===== src/rtl/core/pssu_pkg.sv =====
// ----------------------------------------------------------------------------
// pssu_pkg
// Shared types and constants of the polytope support point search unit.
// ----------------------------------------------------------------------------
`default_nettype none

package pssu_pkg;

   localparam int NUM_POLY = 4;
   localparam int NUM_VERT = 64;
   localparam int NUM_NBR  = 8;
   localparam int COORD_W  = 32;

   localparam int POLY_W  = $clog2(NUM_POLY);
   localparam int VERT_W  = $clog2(NUM_VERT);
   localparam int SLOT_W  = $clog2(NUM_NBR);
   localparam int NBR_W   = VERT_W + 1;
   localparam int VADDR_W = POLY_W + VERT_W;
   localparam int NADDR_W = POLY_W + VERT_W + SLOT_W;
   localparam int PROD_W  = 2 * COORD_W;
   localparam int DOT_W   = PROD_W + 2;

   localparam logic [NBR_W-1:0]  NBR_EMPTY = NBR_W'(NUM_VERT);
   localparam logic [SLOT_W-1:0] SLOT_LAST = SLOT_W'(NUM_NBR - 1);

   // request mode codes
   localparam logic [1:0] MODE_WVERT = 2'd0;
   localparam logic [1:0] MODE_WNBR  = 2'd1;
   localparam logic [1:0] MODE_QUERY = 2'd2;

   // register indexes (byte address / 4)
   localparam logic [2:0] REG_SEARCH_MODE = 3'd0;
   localparam logic [2:0] REG_POLY_COUNT  = 3'd1;
   localparam logic [2:0] REG_VCOUNT_A    = 3'd2;
   localparam logic [2:0] REG_VCOUNT_B    = 3'd3;
   localparam logic [2:0] REG_VCOUNT_C    = 3'd4;
   localparam logic [2:0] REG_VCOUNT_D    = 3'd5;

   typedef enum logic [1:0] {
      OP_WVERT,
      OP_WNBR,
      OP_QUERY,
      OP_QZERO
   } op_type;

   typedef struct packed {
      op_type                     op;
      logic [POLY_W-1:0]          poly;
      logic [VERT_W-1:0]          vert;
      logic [SLOT_W-1:0]          slot;
      logic [NBR_W-1:0]           nbr;
      logic signed [COORD_W-1:0]  vx;
      logic signed [COORD_W-1:0]  vy;
      logic signed [COORD_W-1:0]  vz;
   } item_type;

   typedef struct packed {
      logic                             search_mode;
      logic [POLY_W-1:0]                poly_last;
      logic [NUM_POLY-1:0][VERT_W-1:0]  vert_last;
   } cfg_type;

endpackage

`default_nettype wire


===== src/rtl/core/pssu_front.sv =====
// ----------------------------------------------------------------------------
// pssu_front
// Accepts request transactions, classifies them and queues them for the
// back end in a two entry queue.
// ----------------------------------------------------------------------------
`default_nettype none

module pssu_front (
   input  wire logic                                clock,
   input  wire logic                                reset,
   input  wire logic                                start,
   output logic                                     busy,
   input  wire logic [1:0]                          req_mode,
   input  wire logic [1:0]                          req_poly_sel,
   input  wire logic [5:0]                          req_vert_sel,
   input  wire logic [2:0]                          req_slot_sel,
   input  wire logic [6:0]                          req_neighbor_value,
   input  wire logic signed [31:0]                  req_coord_x,
   input  wire logic signed [31:0]                  req_coord_y,
   input  wire logic signed [31:0]                  req_coord_z,
   input  wire logic signed [31:0]                  req_dir_x,
   input  wire logic signed [31:0]                  req_dir_y,
   input  wire logic signed [31:0]                  req_dir_z,
   input  wire logic                                clearing,
   output logic                                     q_valid,
   output pssu_pkg::item_type                       q_item,
   input  wire logic                                q_pop
);

   pssu_pkg::item_type buf_ff [2];
   logic [1:0]         count_ff;
   logic               wr_ptr_ff;
   logic               rd_ptr_ff;
   logic               push;
   pssu_pkg::item_type item;

   assign busy = clearing || (count_ff == 2'd2);

   always_comb begin
      item.poly = req_poly_sel;
      item.vert = req_vert_sel;
      item.slot = req_slot_sel;
      item.nbr  = req_neighbor_value;
      item.vx   = req_coord_x;
      item.vy   = req_coord_y;
      item.vz   = req_coord_z;
      item.op   = pssu_pkg::OP_WVERT;
      push      = start && !busy;
      case (req_mode)
         pssu_pkg::MODE_WVERT: begin
            item.op = pssu_pkg::OP_WVERT;
         end
         pssu_pkg::MODE_WNBR: begin
            item.op = pssu_pkg::OP_WNBR;
         end
         pssu_pkg::MODE_QUERY: begin
            item.vx = req_dir_x;
            item.vy = req_dir_y;
            item.vz = req_dir_z;
            if (req_dir_x == '0 && req_dir_y == '0 && req_dir_z == '0) begin
               item.op = pssu_pkg::OP_QZERO;
            end else begin
               item.op = pssu_pkg::OP_QUERY;
            end
         end
         default: begin
            // unused mode: drop
            push = 1'b0;
         end
      endcase
   end

   always_ff @(posedge clock) begin
      if (reset) begin
         count_ff  <= '0;
         wr_ptr_ff <= 1'b0;
         rd_ptr_ff <= 1'b0;
      end else begin
         if (push) begin
            buf_ff[wr_ptr_ff] <= item;
            wr_ptr_ff         <= !wr_ptr_ff;
         end
         if (q_pop) begin
            rd_ptr_ff <= !rd_ptr_ff;
         end
         count_ff <= count_ff + 2'(push) - 2'(q_pop);
      end
   end

   assign q_valid = (count_ff != 2'd0);
   assign q_item  = buf_ff[rd_ptr_ff];

endmodule

`default_nettype wire


===== config.mk =====
export PLATFORM = sky130hd
export DESIGN_NAME = pssu_front
export DESIGN_NICKNAME = d
export VERILOG_FILES = /design/src/rtl/core/pssu_pkg.sv /design/src/rtl/core/pssu_front.sv
export SDC_FILE = /design/constraint.sdc
export NUM_CORES = 1
export LEC_CHECK = 0
export ABC_CLOCK_PERIOD_IN_PS = 28800
export BUFFER_PORTS_ARGS = -buffer_cell sky130_fd_sc_hd__buf_2
export CORE_MARGIN = 5
export CORE_UTILIZATION = 35
export CTS_CLUSTER_SIZE = 28
export DETAILED_ROUTE_END_ITERATION = 10
export PLACE_DENSITY = 0.61
export REMOVE_ABC_BUFFERS = 1
export SYNTH_ARGS = -nofsm -noshare
export SYNTH_HDL_FRONTEND = slang
export SYNTH_SLANG_ARGS = --single-unit

===== constraint.sdc =====
create_clock -name clock -period 28.8 [get_ports clock]
set_input_delay 5.76 -clock clock [delete_from_list [all_inputs] [get_ports clock]]
set_output_delay 5.76 -clock clock [all_outputs]
set_load 0.05 [all_outputs]

==> run metrics, run 1 <==
Design Power 0.827 mW; number of remaining DRC errors 0; Critical Path RT 23040 ps; synthesized area per cell 18.7 um^2; Final Max Tran Viols 0; vias 5953; Post-Synth Simple-Gate Area 2.57%; final worst path period need 11970 ps; remaining antenna violation count 0; status finished, final reports clean; pin count of the biggest net entering global routing 65; Total Wirelength 23.3 mm; total congestion overflow 0; final worst slack 16830 ps; crit path max fanout 2; Final Hold Violating Endpoints 0; Least-Margin Pin Slew 914 ps; average wire per standard cell 18.3 um; Yosys top cell area share 69.9%; Resized cells post-CTS 0; Netlist Area Pre-Place 0.00996 mm^2; Net Sw Frac 25.8%; CTS max path bufs 3; GRT Overall Usage 13.7%; mux cell area share after synthesis 24.0%; first-pass GRT wire length 34.1 mm; initial antenna violation count 2; drt via density 4.68; min-delay src rd_ptr_ff; Async S/R FF share, synth 0%; Final setup viols 0; Pre-antenna DRT Iters 4; clock-pin transition on the worst setup and hold timing paths 60 ps; WP buf/inv 2; port bufs 334; DP Worst Slack 16830 ps; number of synthesized flops with an enable pin 232; CP dominant cell by count buf_2; library cells used by synthesis 26; crit path kind in -> out; Synth Warn # 0; die extent in x 179 um; # Post-CTS Setup Buffers 0; RSZ-0062 raised after global routing no; vias in the first global route 6271; Sequential Power Share 47.9%; P_sw 0.214 mW; area post-placement 0.0121 mm^2; post-synthesis xor/xnor area fraction 0.352%; Max-Cap Viols 0; initial core utilization 35.7%; maximum VDD drop 0.0000466 V; Synth Flop Type edfxtp_1; most common cell after layout, fill and taps aside buf_2; Logic pwr share 15.5%; HPWL after DPL 16.5 mm; htree depth 1; PwrDens 64.4 mW/mm^2; Clock Sinks 237; register area share after synthesis 70.9%; RePlAce Congestion 0.733; Worst setup EP type output pin; Pleak 4.79 nW; Fin Clk Skew 8.51 ps; Fillers 2581; CP startpoint kind primary input; fin crit share 41.5%; multi-input logic area 0.00280 mm^2; CP Cell Sequence buf_2, a21o_1, buf_2; IO Pins 335; crit-path max cell delay 200 ps; Slew HR 39.0%; Worst setup startpoint clearing; n_diodes 0; HP Class reg -> reg; worst endpoint data arrival time 6210 ps; critical path's slowest cell buf_2; Fmax achieved 0.0836 GHz; clk root buf clkbuf_16; CTS buffer count 25; Register Area 0.00707 mm^2; Initial DRC Count 271; Nets 1097; Synth Area in Compound Gates 0.352%; Core Box Area 0.0279 mm^2; Clock Latency Late Sink 510 ps; largest family of logic cells by synthesized area multiplexers; Syn Inst Count 532; Synth area leaders edfxtp_1 (70%), mux2_2 (24%), nor4_1 (1.4%); die height 179 um; FF+latch count, synth 237; area leader, netlist edfxtp_1; reg2reg start count_ff[0]; cell area after layout 0.0129 mm^2; Synth Area in Adders 0.628%; CTS tree built; most frequent cells in the layout buf_2 (334), edfxtp_1 (232), mux2_2 (212), clkbuf_16 (25), nor4_1 (22); critical path's top delay family buffers and inverters; Area Growth Syn to Fin 29.0%; share of post-route cells with drive strength above 1 66.7%; FP Rows 61; setup TNS 0 ps; # hold bufs at CTS 0; Internal 0.614 mW; Die Footprint 0.0319 mm^2; Clock power frac 36.6%
-- state kept, by name (all words and copies together), names as in the netlist, named ones only --
| register | flops |
|---|---|
| buf_ff | 232 |
| count_ff | 2 |
| rd_ptr_ff | 1 |
| wr_ptr_ff | 1 |
-- cell usage after synthesis, types with 2 or more instances --
| library cell | instances |
|---|---|
| edfxtp_1 | 232 |
| mux2_2 | 212 |
| nor4_1 | 22 |
| clkbuf_1 | 13 |
| buf_2 | 8 |
| dfxtp_1 | 5 |
| ha_1 | 5 |
| inv_1 | 5 |
| nand4_1 | 5 |
| nor2_1 | 5 |
| buf_1 | 3 |
| xnor2_1 | 2 |
| xor2_1 | 2 |
-- per-stage QoR --
step,hold WS [ps],util (%),cells
3_5_place_dp,504,43.2,1226
4_1_cts,526,46.0,1272
2_1_floorplan,480,-,508
5_1_grt,566,46.0,1272
3_3_place_gp,494,43.2,1226
6_report,520,46.0,1272
-- worst register-to-register path: stages, from the launching register on --
cell and delay [ps]:
dfxtp_1 370, inv_1 70, a2111o_1 530, nor3b_2 230, buf_4 670
-- routing by layer --
metal	GRT usage, %	wire [um]
met1	16.4	9210
met2	24.5	11800
met3	4.01	1820
met4	2.94	461
met5	0	23
-- worst paths after layout --
path                                       to  slack [ps]  cells past startpoint
worst min-delay path                rd_ptr_ff         520                      2
worst min register to register      rd_ptr_ff         520                      2
worst max-delay path                     busy       16830                      3
worst max register to register  buf_ff[1][78]       26470                      4
-- final cells by class --
class | instances | area share [%]
clock buffer | 29 | 4.98
clock inverter | 17 | 1.03
inverter | 5 | 0.146
multi-input combinational | 266 | 21.8
sequential | 237 | 55.0
tap | 378 | 3.68
timing repair buffer | 340 | 13.4
-- power by group through the flow --
stage | clock, mW | combinational [mW] | sequential, mW
finish | 0.302 | 0.128 | 0.397
global route | 0.327 | 0.136 | 0.397
CTS | 0.313 | 0.131 | 0.397
detailed placement | 0 | 0.130 | 0.404
global placement | 0 | 0.129 | 0.404
floorplan | 0 | 0.0898 | 0.407
-- cell families (layout without fill, tap and decap cells) --
family	Yosys count	in the layout
fa+ha+maj	5	5
simple gates	42	42
mux	212	212
buf+inv	29	391
xor+xnor	4	4
compound gates	3	3
flops	237	237
Note: power is estimated with default switching activity, not from simulation.
==> run 2, diff against run 1 <==
- ABC_CLOCK_PERIOD_IN_PS: 28800 -> 10400
- PLACE_DENSITY: 0.61 -> 0.63
- clock period: 28.8 -> 10.4 ns (I/O delays scaled with it)
==> run 2 against run 1 <==
Flip-flop and latch count unchanged; via count down 0.69%; highest routed layer is now met4; first-iteration DRC count down 20%.
==> run metrics, run 2 (synthesis gave the netlist of run 1 again) <==
Reg with most FFs buf_ff; Slew HR 38.7% (-0.34 points); CTS tree built; Final Hold Violating Endpoints 0 (unchanged); Critical Path RT 8320 ps (-14720 ps); cell area after layout 0.0128 mm^2 (-0.19%); most frequent cells in the layout buf_2 (334), edfxtp_1 (232), mux2_2 (212), clkbuf_16 (25), nor4_1 (22); Largest regs buf_ff (232), count_ff (2); Area Growth Syn to Fin 28.8%; Worst setup EP type output pin; total congestion overflow 0 (unchanged); CP startpoint kind register; Least-Margin Pin Slew 911 ps (-3.35 ps); crit path max fanout 61 (+59); Layout Utilization 45.9% (-0.085 points); PwrDens 176 mW/mm^2 (+170%); FP Rows 61 (unchanged); n_diodes 0 (unchanged); status finished, final reports clean; worst endpoint data arrival time 2840 ps (-3370 ps); HP Class reg -> reg; CTS buffer count 25 (unchanged); IO Pins 335 (unchanged); P_sw 0.583 mW (+170%); DP Worst Slack 5450 ps (-11380 ps); initial core utilization 35.7% (unchanged); fin crit share 47.3%; vias 5912 (-0.69%); GRT Overall Usage 13.6% (-0.038 points); Clock Latency Late Sink 510 ps (about the same); RSZ-0062 raised after global routing no; maximum VDD drop 0.0000809 V (+74%); port bufs 334 (unchanged); die extent in x 179 um (unchanged); Core Box Area 0.0279 mm^2 (unchanged); Max-Cap Viols 0 (unchanged); Pleak 4.77 nW (-0.47%); Total Wirelength 23.2 mm (-0.22%); most common cell after layout, fill and taps aside buf_2; Die Footprint 0.0319 mm^2 (unchanged); Pre-antenna DRT Iters 4 (unchanged); Fmax achieved 0.203 GHz; Design Power 2.26 mW (+170%); # hold bufs at CTS 0 (unchanged); crit path kind reg -> out; # Post-CTS Setup Buffers 0 (unchanged); average wire per standard cell 18.3 um (-0.22%); final worst slack 5480 ps (-11350 ps); max reg flops 232 (unchanged); initial antenna violation count 0 (-2); Clock Sinks 237 (unchanged); htree depth 1 (unchanged); Logic pwr share 15.8% (+0.3 points); clk root buf clkbuf_16; first-pass GRT wire length 33.8 mm (-0.85%); vias in the first global route 6229 (-0.67%); Final setup viols 0 (unchanged); number of remaining DRC errors 0 (unchanged); setup TNS 0 ps (unchanged); Final Max Tran Viols 0 (unchanged); RePlAce Congestion 0.744 (+1.4%); Nets 1097 (unchanged); share of post-route cells with drive strength above 1 66.1% (-0.56 points); Initial DRC Count 218 (-20%); clock-pin transition on the worst setup and hold timing paths 60 ps (about the same); pin count of the biggest net entering global routing 63 (-3.1%); remaining antenna violation count 0 (unchanged); CTS max path bufs 3 (unchanged); final worst path period need 4920 ps; area post-placement 0.0121 mm^2 (unchanged); Internal 1.68 mW (+170%); Resized cells post-CTS 0 (unchanged); Sequential Power Share 48.6% (+0.7 points); die height 179 um (unchanged); HPWL after DPL 16.6 mm (+0.71%); Fin Clk Skew 8.68 ps (+0.165 ps); drt via density 4.65 (-0.69%); R2R Setup Slk 7410 ps (-19060 ps); Clock power frac 35.6% (-1.0 points); Net Sw Frac 25.8% (-0.031 points)
## run 2: cell types whose count changed in the layout (fill, tap and decap cells not counted)
cell / before / now
bufinv_16: 2 / 0
clkbuf_1: 4 / 10
clkbuf_8: 0 / 3
clkinv_1: 5 / 4
clkinv_2: 9 / 2
inv_8: 0 / 1
## run 2: power by group through the flow
stage	combinational [mW]	sequential [mW]	clock [mW]
finish	0.357	1.10	0.805
global route	0.379	1.10	0.879
CTS	0.364	1.10	0.835
detailed placement	0.362	1.12	0
global placement	0.359	1.12	0
floorplan	0.249	1.13	0
## run 2: critical path: stages, from the launching register on
cell	delay, ps
dfxtp_4	840
buf_4	750
mux2_2	430
buf_2	210
## run 2: final cells by class
type / instances / area, um^2
fill: 2583 / 15100
inverter: 5 / 18.8
clock buffer: 38 / 704
clock inverter: 8 / 45.0
sequential: 237 / 7070
tap: 378 / 473
multi-input combinational: 266 / 2800
timing repair buffer: 340 / 1720
## run 2: path summary, 6_finish.rpt
kind / from / end / cells past startpoint
max: register / q_item[67] / 3
min: rd_ptr_ff / register / 2
max reg2reg: count_ff[0] / buf_ff[1][43] / 5
min reg2reg: rd_ptr_ff / register / 2
## run 2: through the flow
stage	cells	hold slack, ps
6_report	1272	520
5_1_grt	1272	550
4_1_cts	1272	529
3_5_place_dp	1226	505
3_3_place_gp	1226	494
2_1_floorplan	508	480
## run 2: metal layers
metal	wire length [um]	GRT usage (%)	vias up	share of wire (%)
li1	-	-	2813	-
met4	294	2.75	0	1.3
met2	11500	23.7	226	49
met3	2080	4.01	20	9.0
met5	0	0	-	0
met1	9390	17.1	2853	40
